$ cat config.mk
export PLATFORM = sky130hd
export DESIGN_NAME = ordered_list_engine
export DESIGN_NICKNAME = d
export VERILOG_FILES = /design/src/hdl/ole_pkg.sv /design/src/hdl/ole_datapath.sv /design/src/hdl/ole_control.sv /design/src/hdl/ordered_list_engine.sv
export VERILOG_INCLUDE_DIRS = /design/src /design/src/hdl
export SDC_FILE = /design/constraint.sdc
export NUM_CORES = 2
export LEC_CHECK = 0
export ABC_CLOCK_PERIOD_IN_PS = 11900
export CELL_PAD_IN_SITES_DETAIL_PLACEMENT = 0
export CELL_PAD_IN_SITES_GLOBAL_PLACEMENT = 1
export CORE_MARGIN = 5
export CORE_UTILIZATION = 40
export DETAILED_ROUTE_END_ITERATION = 6
export DONT_BUFFER_PORTS = 1
export GPL_TIMING_DRIVEN = 0
export PLACE_DENSITY = 0.73
export SKIP_LAST_GASP = 1
export SLEW_MARGIN = 25
export SYNTH_ARGS = -nofsm -noshare
export SYNTH_HDL_FRONTEND = slang
export SYNTH_SLANG_ARGS = --single-unit
$ cat constraint.sdc
create_clock -name clk -period 11.9 [get_ports clk]
set_clock_uncertainty 0.1 [all_clocks]
set_input_delay 1.785 -clock clk [delete_from_list [all_inputs] [get_ports clk]]
set_output_delay 1.785 -clock clk [all_outputs]
set_load 0.02 [all_outputs]
$ cat src/hdl/ordered_list_engine_assert.svh
// Assertion macros shared by the list engine.
`ifndef ORDERED_LIST_ENGINE_ASSERT_SVH
`define ORDERED_LIST_ENGINE_ASSERT_SVH
// Implication checked on every clock edge outside reset.
`define OLE_ASSERT_IMPL(label, ante, cons) \
	label: assert property (@(posedge clk) disable iff (!arst_n) (ante) |-> (cons)) \
		else $error("assertion failed");
// Next-cycle implication outside reset.
`define OLE_ASSERT_NEXT(label, ante, cons) \
	label: assert property (@(posedge clk) disable iff (!arst_n) (ante) |=> (cons)) \
		else $error("assertion failed");
`endif

$ cat src/hdl/ole_pkg.sv
// Shared constants and types of the list engine.
package ole_pkg;
	localparam int CAPACITY_DEF = 64;
	localparam logic [2:0] OP_GET       = 3'd0;
	localparam logic [2:0] OP_ADD_HEAD  = 3'd1;
	localparam logic [2:0] OP_ADD_TAIL  = 3'd2;
	localparam logic [2:0] OP_ADD_INDEX = 3'd3;
	localparam logic [2:0] OP_DEL_INDEX = 3'd4;
	localparam logic [2:0] OP_DEL_VALUE = 3'd5;
	localparam logic [1:0] ST_DONE    = 2'd0;
	localparam logic [1:0] ST_IGNORED = 2'd1;
	localparam logic [1:0] ST_FULL    = 2'd2;
	localparam logic [31:0] NOT_FOUND = 32'hFFFF_FFFF;

	// Commands from the controller to the datapath.
	typedef struct packed {
		logic load;      // capture the command word
		logic rd_req;    // issue a memory read at the scan pointer, or just below it for inserts
		logic wr_req;    // write the selected word at the per-operation write address
		logic step;      // advance the scan pointer
		logic commit;    // update the length and finish the result
	} ole_cmd_t;

	// Status from the datapath to the controller.
	typedef struct packed {
		logic scan_done;
	} ole_stat_t;
endpackage

$ cat src/hdl/ole_datapath.sv
// Datapath of the list engine: entry memory, pointers, length and result.
module ole_datapath #(
	parameter int CAPACITY = ole_pkg::CAPACITY_DEF,
	parameter int AW = $clog2(CAPACITY),
	parameter int CW = $clog2(CAPACITY + 1)
) (
	input  logic                clk,
	input  logic                arst_n,
	input  ole_pkg::ole_cmd_t   cmd,
	output ole_pkg::ole_stat_t  stat,
	input  logic [2:0]          operation,
	input  logic signed [31:0]  position,
	input  logic signed [31:0]  value,
	output logic signed [31:0]  res_value,
	output logic                res_found,
	output logic [1:0]          res_status,
	output logic [CW-1:0]       res_length,
	output logic [CW-1:0]       res_removed
);
	import ole_pkg::*;

	logic [31:0]   mem [CAPACITY];
	logic [31:0]   rdata_q;
	logic [2:0]    op_q;
	logic [31:0]   val_q;
	logic [CW-1:0] count_q, new_count;
	logic [CW-1:0] at_q;     // insert or delete slot
	logic [CW-1:0] rp_q;     // scan pointer; for inserts, the slot being filled
	logic [CW-1:0] wp_q;     // write pointer
	logic [CW-1:0] rem_q;
	logic          rv_q;     // read data valid for the pending word
	logic [CW-1:0] rvp_q;    // index of the word in rdata_q
	logic [1:0]    st_q;
	logic          act_q;    // command has a scan to run (not ignored or refused)
	logic          ins_q;
	logic          pos_neg, pos_big, pos_ge, pos_gt;
	logic [CW-1:0] pos_n;
	logic          is_ins;
	logic [CW-1:0] raddr;
	logic [31:0]   wdata;
	logic [CW-1:0] waddr;
	logic          we;

	// Range tests of the incoming position against the current length.
	assign pos_neg = position[31];
	assign pos_big = !pos_neg && (position[30:0] > 31'(CAPACITY));
	assign pos_n   = CW'(position);
	assign pos_ge  = pos_big || ({1'b0, pos_n} >= {1'b0, count_q});
	assign pos_gt  = pos_big || (pos_n > count_q);

	// Inserts read the entry just below the slot being filled.
	assign is_ins = op_q inside {OP_ADD_HEAD, OP_ADD_TAIL, OP_ADD_INDEX};
	assign raddr  = is_ins ? rp_q - CW'(1) : rp_q;

	// Memory: one write port and one registered read port.
	always_ff @(posedge clk) begin
		if (we)
			mem[waddr[AW-1:0]] <= wdata;
		if (cmd.rd_req)
			rdata_q <= mem[raddr[AW-1:0]];
	end

	// Per-operation write selection during the scan.
	always_comb begin
		we = 1'b0;
		waddr = wp_q;
		wdata = rdata_q;
		if (cmd.wr_req && act_q) begin
			case (op_q)
				OP_DEL_VALUE: begin
					we = rv_q && (rdata_q != val_q);
				end
				OP_DEL_INDEX: begin
					we = rv_q && (rvp_q > at_q);
					waddr = rvp_q - CW'(1);
				end
				default: begin
					// Inserts walk downward: shift or place the new word.
					if (rv_q && rvp_q >= at_q) begin
						we = 1'b1;
						waddr = rvp_q + CW'(1);
					end else begin
						we = !rv_q;
						waddr = at_q;
						wdata = val_q;
					end
				end
			endcase
		end
	end

	always_comb begin
		case (op_q)
			OP_DEL_VALUE: stat.scan_done = !rv_q && (rp_q >= count_q);
			OP_DEL_INDEX: stat.scan_done = !rv_q && (rp_q >= count_q);
			default:      stat.scan_done = !rv_q && ins_q;
		endcase
		if (!act_q)
			stat.scan_done = 1'b1;
	end

	always_comb begin
		case (op_q)
			OP_DEL_VALUE: new_count = wp_q;
			OP_DEL_INDEX: new_count = count_q - CW'(1);
			default:      new_count = count_q + CW'(1);
		endcase
	end

	// Control registers of the datapath.
	always_ff @(posedge clk or negedge arst_n) begin
		if (!arst_n) begin
			count_q <= '0;
			act_q <= 1'b0;
			rv_q <= 1'b0;
			ins_q <= 1'b0;
		end else if (cmd.load) begin
			op_q <= operation;
			val_q <= value;
			rem_q <= '0;
			rv_q <= 1'b0;
			ins_q <= 1'b0;
			wp_q <= '0;
			res_value <= NOT_FOUND;
			res_found <= 1'b0;
			act_q <= 1'b0;
			st_q <= ST_DONE;
			rp_q <= '0;
			at_q <= '0;
			case (operation)
				OP_GET: begin
					if (pos_neg || pos_ge) st_q <= ST_IGNORED;
					else begin
						act_q <= 1'b1;
						rp_q <= pos_n;
					end
				end
				OP_ADD_HEAD, OP_ADD_TAIL, OP_ADD_INDEX: begin
					if (operation == OP_ADD_INDEX && !pos_neg && pos_gt)
						st_q <= ST_IGNORED;
					else if (count_q >= CW'(CAPACITY))
						st_q <= ST_FULL;
					else begin
						act_q <= 1'b1;
						if (operation == OP_ADD_TAIL)
							at_q <= count_q;
						else if (operation == OP_ADD_INDEX && !pos_neg)
							at_q <= pos_n;
						// Fill slots downward from the first free one.
						rp_q <= count_q;
					end
				end
				OP_DEL_INDEX: begin
					if (pos_neg || pos_ge) st_q <= ST_IGNORED;
					else begin
						act_q <= 1'b1;
						at_q <= pos_n;
						rp_q <= pos_n;
					end
				end
				OP_DEL_VALUE: act_q <= 1'b1;
				default: st_q <= ST_IGNORED;
			endcase
		end else begin
			// When an insert reaches its slot, no word is moved and the new one is placed.
			if (cmd.rd_req) begin
				rv_q <= !(is_ins && rp_q == at_q);
				rvp_q <= raddr;
			end else if (cmd.wr_req)
				rv_q <= 1'b0;
			if (op_q == OP_GET && cmd.rd_req)
				act_q <= 1'b0;
			if (op_q == OP_GET && rv_q && cmd.wr_req) begin
				res_value <= rdata_q;
				res_found <= 1'b1;
			end
			if (cmd.step) begin
				if (op_q == OP_DEL_VALUE || op_q == OP_DEL_INDEX)
					rp_q <= rp_q + CW'(1);
				else if (rp_q == at_q)
					ins_q <= 1'b1;
				else
					rp_q <= rp_q - CW'(1);
			end
			if (cmd.wr_req && act_q && op_q == OP_DEL_VALUE && rv_q) begin
				if (rdata_q != val_q) wp_q <= wp_q + CW'(1);
				else rem_q <= rem_q + CW'(1);
			end
			if (cmd.commit) begin
				if (act_q && op_q != OP_GET) begin
					count_q <= new_count;
					if (op_q == OP_DEL_INDEX) rem_q <= CW'(1);
				end
				act_q <= 1'b0;
			end
		end
	end

	assign res_status  = st_q;
	assign res_length  = count_q;
	assign res_removed = rem_q;
endmodule

$ cat src/hdl/ole_control.sv
// Controller of the list engine: sequences load, scan and result handoff.
module ole_control (
	input  logic               clk,
	input  logic               arst_n,
	input  logic               in_valid,
	output logic               in_ready,
	output logic               out_valid,
	input  logic               out_ready,
	output ole_pkg::ole_cmd_t  cmd,
	input  ole_pkg::ole_stat_t stat
);
	import ole_pkg::*;

	typedef enum logic [2:0] {S_IDLE, S_READ, S_WRITE, S_COMMIT, S_OUT} state_t;
	state_t state_q;

	// Command decode per state.
	always_comb begin
		cmd = '0;
		cmd.load = (state_q == S_IDLE) && in_valid;
		case (state_q)
			S_READ: if (!stat.scan_done) begin
				cmd.rd_req = 1'b1;
				cmd.step = 1'b1;
			end
			S_WRITE: cmd.wr_req = 1'b1;
			S_COMMIT: cmd.commit = 1'b1;
			default: ;
		endcase
	end

	assign in_ready = (state_q == S_IDLE);

	always_ff @(posedge clk or negedge arst_n) begin
		if (!arst_n) begin
			state_q <= S_IDLE;
			out_valid <= 1'b0;
		end else begin
			case (state_q)
				S_IDLE: if (in_valid) state_q <= S_READ;
				S_READ: state_q <= stat.scan_done ? S_COMMIT : S_WRITE;
				S_WRITE: state_q <= S_READ;
				S_COMMIT: begin
					state_q <= S_OUT;
					out_valid <= 1'b1;
				end
				S_OUT: if (out_ready) begin
					out_valid <= 1'b0;
					state_q <= S_IDLE;
				end
				default: state_q <= S_IDLE;
			endcase
		end
	end
endmodule

$ cat src/hdl/ordered_list_engine.sv
// Top level of the ordered list engine.
// The engine keeps an ordered list of up to CAPACITY signed 32-bit entries.
// A command word (operation, position, value) enters on the in_valid/in_ready
// channel; exactly one result word leaves on out_valid/out_ready.
// Operations: get, add at head, add at tail, add before a position, delete at
// a position, delete every entry equal to a value.
// One command is processed at a time. The entry memory has a single read and
// a single write port, and each entry moved takes a read state and a write state.
// A result waits in the output register until out_ready; meanwhile no new
// command is taken. Reset empties the list; entry contents are not cleared
// and an unwritten entry never reaches a result.
module ordered_list_engine #(
	parameter int CAPACITY = ole_pkg::CAPACITY_DEF
) (
	input  logic        clk,
	input  logic        arst_n,
	input  logic        in_valid,
	output logic        in_ready,
	input  logic [2:0]  operation,
	input  logic signed [31:0] position,
	input  logic signed [31:0] value,
	output logic        out_valid,
	input  logic        out_ready,
	output logic signed [31:0] read_value,
	output logic        found,
	output logic [1:0]  status,
	output logic [6:0]  length,
	output logic [6:0]  removed_count
);
	import ole_pkg::*;
	`include "ordered_list_engine_assert.svh"

	localparam int AW = (CAPACITY > 1) ? $clog2(CAPACITY) : 1;
	localparam int CW = $clog2(CAPACITY + 1);

	ole_cmd_t  cmd;
	ole_stat_t stat;
	logic [CW-1:0] len_w, rem_w;

	ole_control u_ctrl (
		.clk, .arst_n, .in_valid, .in_ready, .out_valid, .out_ready, .cmd, .stat
	);

	ole_datapath #(.CAPACITY(CAPACITY), .AW(AW), .CW(CW)) u_dp (
		.clk, .arst_n, .cmd, .stat, .operation, .position, .value,
		.res_value(read_value), .res_found(found), .res_status(status),
		.res_length(len_w), .res_removed(rem_w)
	);

	assign length        = 7'(len_w);
	assign removed_count = 7'(rem_w);

	// A found result always comes with done status.
	`OLE_ASSERT_IMPL(a_found_done, out_valid && found, status == ST_DONE)
	// No command is taken while a result is pending.
	`OLE_ASSERT_IMPL(a_no_overlap, out_valid, !in_ready)
	// The reported length never exceeds the capacity.
	`OLE_ASSERT_IMPL(a_len_cap, out_valid, len_w <= CW'(CAPACITY))
endmodule

# After elaboration in Yosys (flattened, before gate mapping)

Memory sizes are Yosys's and may differ from the RTL's. A register that Yosys moved wholly into a read port is not among the register bits.
Index checks and enable logic that the tools add are counted.

Add/subtract/negate cells: 8
$mul: 0
Divide/modulo/power cells: 0
Order comparisons: 7
Equal/unequal tests: 20
Shifts and indexed selects: 0
Muxes and demuxes: 65
Bitwise logic cells: 1
Reductions and logical operators: 44

Operators by type and width:

| cell                | number |
|---|---|
| $mux 7              | 19 |
| $mux 32             | 4 |
| $pmux 7 s2          | 3 |
| $ne 32x32->1        | 1 |
| $gt 31x7->1 const B | 1 |
| $add 7x1->7 const B | 4 |
| $mux 1              | 27 |
| $ge 7x7->1          | 3 |
| $eq 3x2->1 const B  | 6 |
| $logic_and 1x1->1   | 17 |
| $eq 3x3->1 const B  | 5 |
| $pmux 3 s5          | 1 |
| $gt 7x7->1          | 2 |
| $sub 7x1->7 const B | 2 |
| $mux 6              | 2 |
| $pmux 6 s2          | 1 |
| $reduce_and 3->1    | 4 |
| $reduce_bool 3->1   | 4 |
| $eq 3x1->1 const B  | 3 |
| $logic_not 3->1     | 3 |
| $eq 7x7->1          | 1 |
| $ge 7x7->1 const B  | 1 |
| $add 6x1->6 const B | 1 |
| $mux 3              | 2 |
| other kinds (14)    | 28 |

Bits in registers: 119
Bits in latches: 0
Bits in writable memories: 2048
Memory bits (read-only): 0
Input bits: 71
Memories kept: 1

Memory list:

| memory   | words | bits a word | rd ports | clocked after Yosys merged registers in | wr ports | line               | text |
|---|---|---|---|---|---|---|---|
| u_dp.mem | 64    | 32          | 1        | 1                                       | 1        | ole_datapath.sv:22 | `logic [31:0] mem [CAPACITY];` |

# Depth between registers and ports, before layout

Depth in word-level cells: 10
Depth in mapped cells: 16
Mapped depth without buffers: 10

# Modules after synthesis

Synthesis repeated with hierarchy kept, for this count alone.

Cell total of the unflattened synthesis: 5655
Area total of the unflattened synthesis: 89677.3 sq um

By module, submodules not included:

| module       | instances | cells each | area an instance (sq um) | seq. area each (sq um) |
|---|---|---|---|---|
| ole_datapath | 1         | 5632       | 89444.5                  | 65863.2 |
| ole_control  | 1         | 23         | 232.7                    | 100.1 |

# Least setup slack after synthesis

No wires, ideal clock.

Kind: flip-flop to flip-flop
From: register u_dp.rp_q[0]
To: register u_dp.rp_q[0] (enable)
Library setup time: 0.365 ns
Data arrival time: 4.416 ns
Setup slack: 7.019 ns
Cell stages (with the launch flop): 13
Buffers on the path: 3
Path through: edfxtp_1 > buf_2 > inv_1 > clkbuf_1 > clkbuf_1 > ha_1 > nand2b_1 > a21o_1 > a21oi_1 > o21ai_0 > a21oi_1 > a21oi_1 > nor2b_1

RTL lines:

| what                   | line                | text |
|---|---|---|
| start, declared        | ole_datapath.sv:28  | `logic [CW-1:0] rp_q;` |
| start signal, assigned | ole_datapath.sv:135 | `rp_q <= pos_n;` |
| start signal, assigned | ole_datapath.sv:150 | `rp_q <= count_q;` |
| start signal, assigned | ole_datapath.sv:158 | `rp_q <= pos_n;` |

# Final worst setup path

From: register u_dp.rp_q[1]
To: register u_dp.rdata_q[15] (read register of u_dp.mem), data pin

Longest elaborated chain between the ends: 6
Elaborated cells between the ends (all ways): 8

Ends and longest elaborated chain:

| what              | line                                   | text |
|---|---|---|
| $ge 7x7->1        | ole_datapath.sv:94, ole_datapath.sv:95 |  |
| $logic_and 1x1->1 | ole_datapath.sv:94, ole_datapath.sv:95 |  |
| $mux 1            | -                                      |  |
| $mux 1            | ole_datapath.sv:98                     | `if (!act_q)` |
| $mux 1            | ole_control.sv:22                      | `S_READ: if (!stat.scan_done) begin` |
| $mux 1            | ole_control.sv:21                      | `case (state_q)` |
| end, declared     | ole_datapath.sv:23                     | `logic [31:0] rdata_q;` |

Several ways; a longest one is shown, not always the timed one.
A chain may end at the register's enable or synchronous reset.

==> metrics.csv <==
metric,value,unit
Arrival @ worst endpoint,9.53,ns
Synth Cell Area,96200,µm²
Area after DPL,104000,µm²
post-synth cell types,80,
CTS tree,built,
global-route wire length before repair,515,mm
number of flops mapped to enable cells by yosys,2185,
max capacitance violation total,0,
Final Hold Viols,0,
initial antenna violation count,49,
Initial DRC Count,10859,
gpl congestion,1.05,
number of remaining DRC errors,0,
Worst-Margin Slew,1.22,ns
share of layout cells above drive strength 1,9.25,%
GR Overflow Total,0,
H-tree levels,4,
die area,251000,µm²
crit path kind,reg2reg,
Synth Warn #,0,
nets,7374,
HPWL Detailed,263,mm
Sink Count,2199,
later-pin clock latency in the skew report,0.92,ns
Yosys top cell area share,68.2,%
largest net degree at the start of global routing,65,
CP required,12.47,ns
Worst Hold Depth,2,
CTS Root Buffer Type,clkbuf_16,
maximum vdd drop,154,µV
"Design Area, Final",111000,µm²
initial core utilization,40.1,%
PnR worst setup slack,2.94,ns
Die Y,501,µm
Core Area,240000,µm²
Slew headroom,18.8,%
total power,0.0227,W
Crit Path Max Fanout,10,
Placed Cells incl. Taps,10231,
Vias/cell,6.68,
leak pwr,33.1,nW
"FF+latch count, synth",2199,
Pwr Density,204,nW/µm²
sequential power share,40.9,%
CTS Hold Bufs,0,
combinational share of power,28.3,%
post_cts resized,0,
area delta synth->final,15.4,%
Routed WL,372,mm
via count,71205,
"area leader, netlist",edfxtp_1,
"count leader, synth",edfxtp_1,
CTS Buffer Depth,3,
setup TNS,0,ns
clock slew at reported path FFs,0.07,ns
depth of the most critical reg-to-reg path,15,
Num CTS Buffers,222,
Final Non-Filler Cells,10654,
synthesized area per cell,13.9,µm²
crit end category,flip-flop,
status,"finished, final reports clean",
input/output buffers,0,
DP Worst Slack,3.57,ns
Post-Synthesis Cells,6921,
gr usage total,28.7,%
largest cells by area after synthesis,"edfxtp_1 (68%), a2111oi_0 (3.4%), nor3_1 (2.7%)",
Final setup viols,0,
sequential element share of the synthesized area,68.5,%
RSZ-0062 raised after global routing,false,
fill cell count,21068,
Int Power,0.0146,W
Hold Path Class,reg2reg,
row count,180,
postcts setup bufs,0,
ys flop type,edfxtp_1,
share of flip-flops with an asynchronous set or reset,0.637,%
post-route clock period utilization,75.3,%
P_sw,0.00810,W
sw frac,35.7,%
post-route ant nets,0,
final max-slew violation count,0,
"Min Clock Period, post-route",8.96,ns
vias in the first global route,67633,
"Net Count, Synth",7025,
Routed WL per cell,34.9,µm
Die Width,501,µm
DRT Pass-1 Iters,6,
fmax,112,MHz
io pins,122,
power share of the clock group,30.7,%
commonest cells in the netlist,"edfxtp_1 (2185), clkbuf_1 (558), nor3_1 (523)",
Critical Path Source Type,flip-flop,
-- stage by stage --
step | utilization (%) | hold slack, ns
2_1_floorplan | - | 0.363
3_3_place_gp | 41.7 | 0.389
3_5_place_dp | 43.3 | 0.396
4_1_cts | 46.2 | 0.412
5_1_grt | 46.2 | 0.443
6_report | 46.3 | 0.429
-- sequential cells by signal (all words and copies together), names as in the netlist --
register,count
u_dp.rp_q,7
u_dp.act_q,1
u_ctrl.out_valid,1
u_dp.rvp_q,7
u_dp.ins_q,1
u_dp.op_q,3
u_ctrl.state_q,3
u_dp.res_found,1
u_dp.res_length,7
u_dp.wp_q,7
u_dp.res_value,32
u_dp.mem,2048
u_dp.rdata_q,32
u_dp.res_status,2
u_dp.res_removed,7
u_dp.val_q,32
u_dp.rv_q,1
u_dp.at_q,7
-- cells in the final DEF, fill, tap and decap left out, types with 16 or more instances in the layout --
master / synthesis / layout
a22oi_1: 124 / 124
xor2_1: 16 / 16
xnor2_1: 50 / 50
and2_1: 129 / 128
nor3_1: 523 / 523
nor2b_1: 258 / 258
mux2i_1: 157 / 156
bufinv_16: 0 / 20
ha_1: 32 / 32
clkinv_1: 1 / 46
o221ai_1: 17 / 17
o31ai_1: 248 / 248
a311oi_1: 127 / 127
or4_1: 32 / 32
edfxtp_1: 2185 / 2185
clkbuf_2: 0 / 40
mux2_4: 0 / 17
clkbuf_1: 558 / 564
o22a_1: 248 / 248
buf_1: 34 / 33
or3_1: 256 / 256
clkinv_2: 0 / 42
inv_1: 36 / 36
o21ai_0: 26 / 26
o22ai_1: 384 / 384
clkbuf_16: 0 / 224
buf_6: 7 / 20
diode_2: 0 / 18
buf_2: 61 / 65
a21oi_1: 161 / 160
buf_12: 0 / 47
nand3_1: 58 / 55
nand2_1: 113 / 113
nand4_1: 24 / 24
buf_16: 0 / 59
nor4_1: 384 / 381
nor2_4: 1 / 65
a2111oi_0: 374 / 374
nor2_1: 125 / 61
-- final cells by class --
| type | count | area, µm² | share of cell area, % |
|---|---|---|---|
| Inverter | 40 | 155 | 0.140 |
| Antenna cell | 18 | 45.0 | 0.0406 |
| Clock inverter | 135 | 1340 | 1.21 |
| Tap cell | 3185 | 3990 | 3.59 |
| Clock buffer | 270 | 5780 | 5.20 |
| Sequential cell | 2199 | 66000 | 59.4 |
| Multi-Input combinational cell | 4016 | 28300 | 25.5 |
| Buffer | 666 | 2700 | 2.43 |
| Timing Repair Buffer | 125 | 2770 | 2.50 |
-- cell families after synthesis --
| kind of cell | synth area share, % |
|---|---|
| adder cells (fa/ha/maj) | 0.437 |
| XOR/XNOR | 0.680 |
| flip-flops | 68.5 |
| multiplexers | 2.15 |
| AND/OR/NAND/NOR | 11.4 |
| AO/OA/AOI/OAI | 13.9 |
| buffers and inverters | 2.92 |
-- power by group through the flow --
stage	combinational, W	sequential (W)	clock, W
2_1_floorplan	0.00309	0.00934	0
3_3_place_gp	0.00582	0.00947	0
3_5_place_dp	0.00614	0.00943	0
4_1_cts	0.00616	0.00927	0.00699
5_1_grt	0.00656	0.00927	0.00733
6_report	0.00643	0.00927	0.00697
-- worst max-delay path, stage by stage (launching register included) --
cell      delay, ns
edfxtp_1       0.72
buf_2          0.49
clkinv_1       0.71
clkbuf_2       0.63
clkbuf_1       0.49
ha_1           0.44
clkbuf_1       0.50
nor2b_1        0.12
mux2i_2        0.78
clkbuf_1       0.90
buf_1          0.41
o22ai_1        0.21
nor4_1         0.60
a21oi_1        0.20
o22ai_1        0.87
or4_1          0.44
-- per-layer routing --
metal / routed length (µm) / track usage (%)
met2: 163000 / 43.2
met4: 25700 / 16.8
met3: 45800 / 8.80
met1: 137000 / 36.6
met5: 253 / 0.482
-- final timing paths --
kind | from | end | slack [ns]
worst min-delay path | u_dp.ins_q | u_dp.ins_q | 0.43
min in group asynchronous | arst_n | u_ctrl.state_q[0] | 0.47
worst max register to register | u_dp.rp_q[1] | u_dp.rdata_q[15] | 2.94
worst min register to register | u_dp.ins_q | u_dp.ins_q | 0.43
worst max-delay path | u_dp.rp_q[1] | u_dp.rdata_q[15] | 2.94
max in group asynchronous | arst_n | u_dp.res_length[5] | 11.10
No activity file was read; power rests on OpenSTA's default activity.
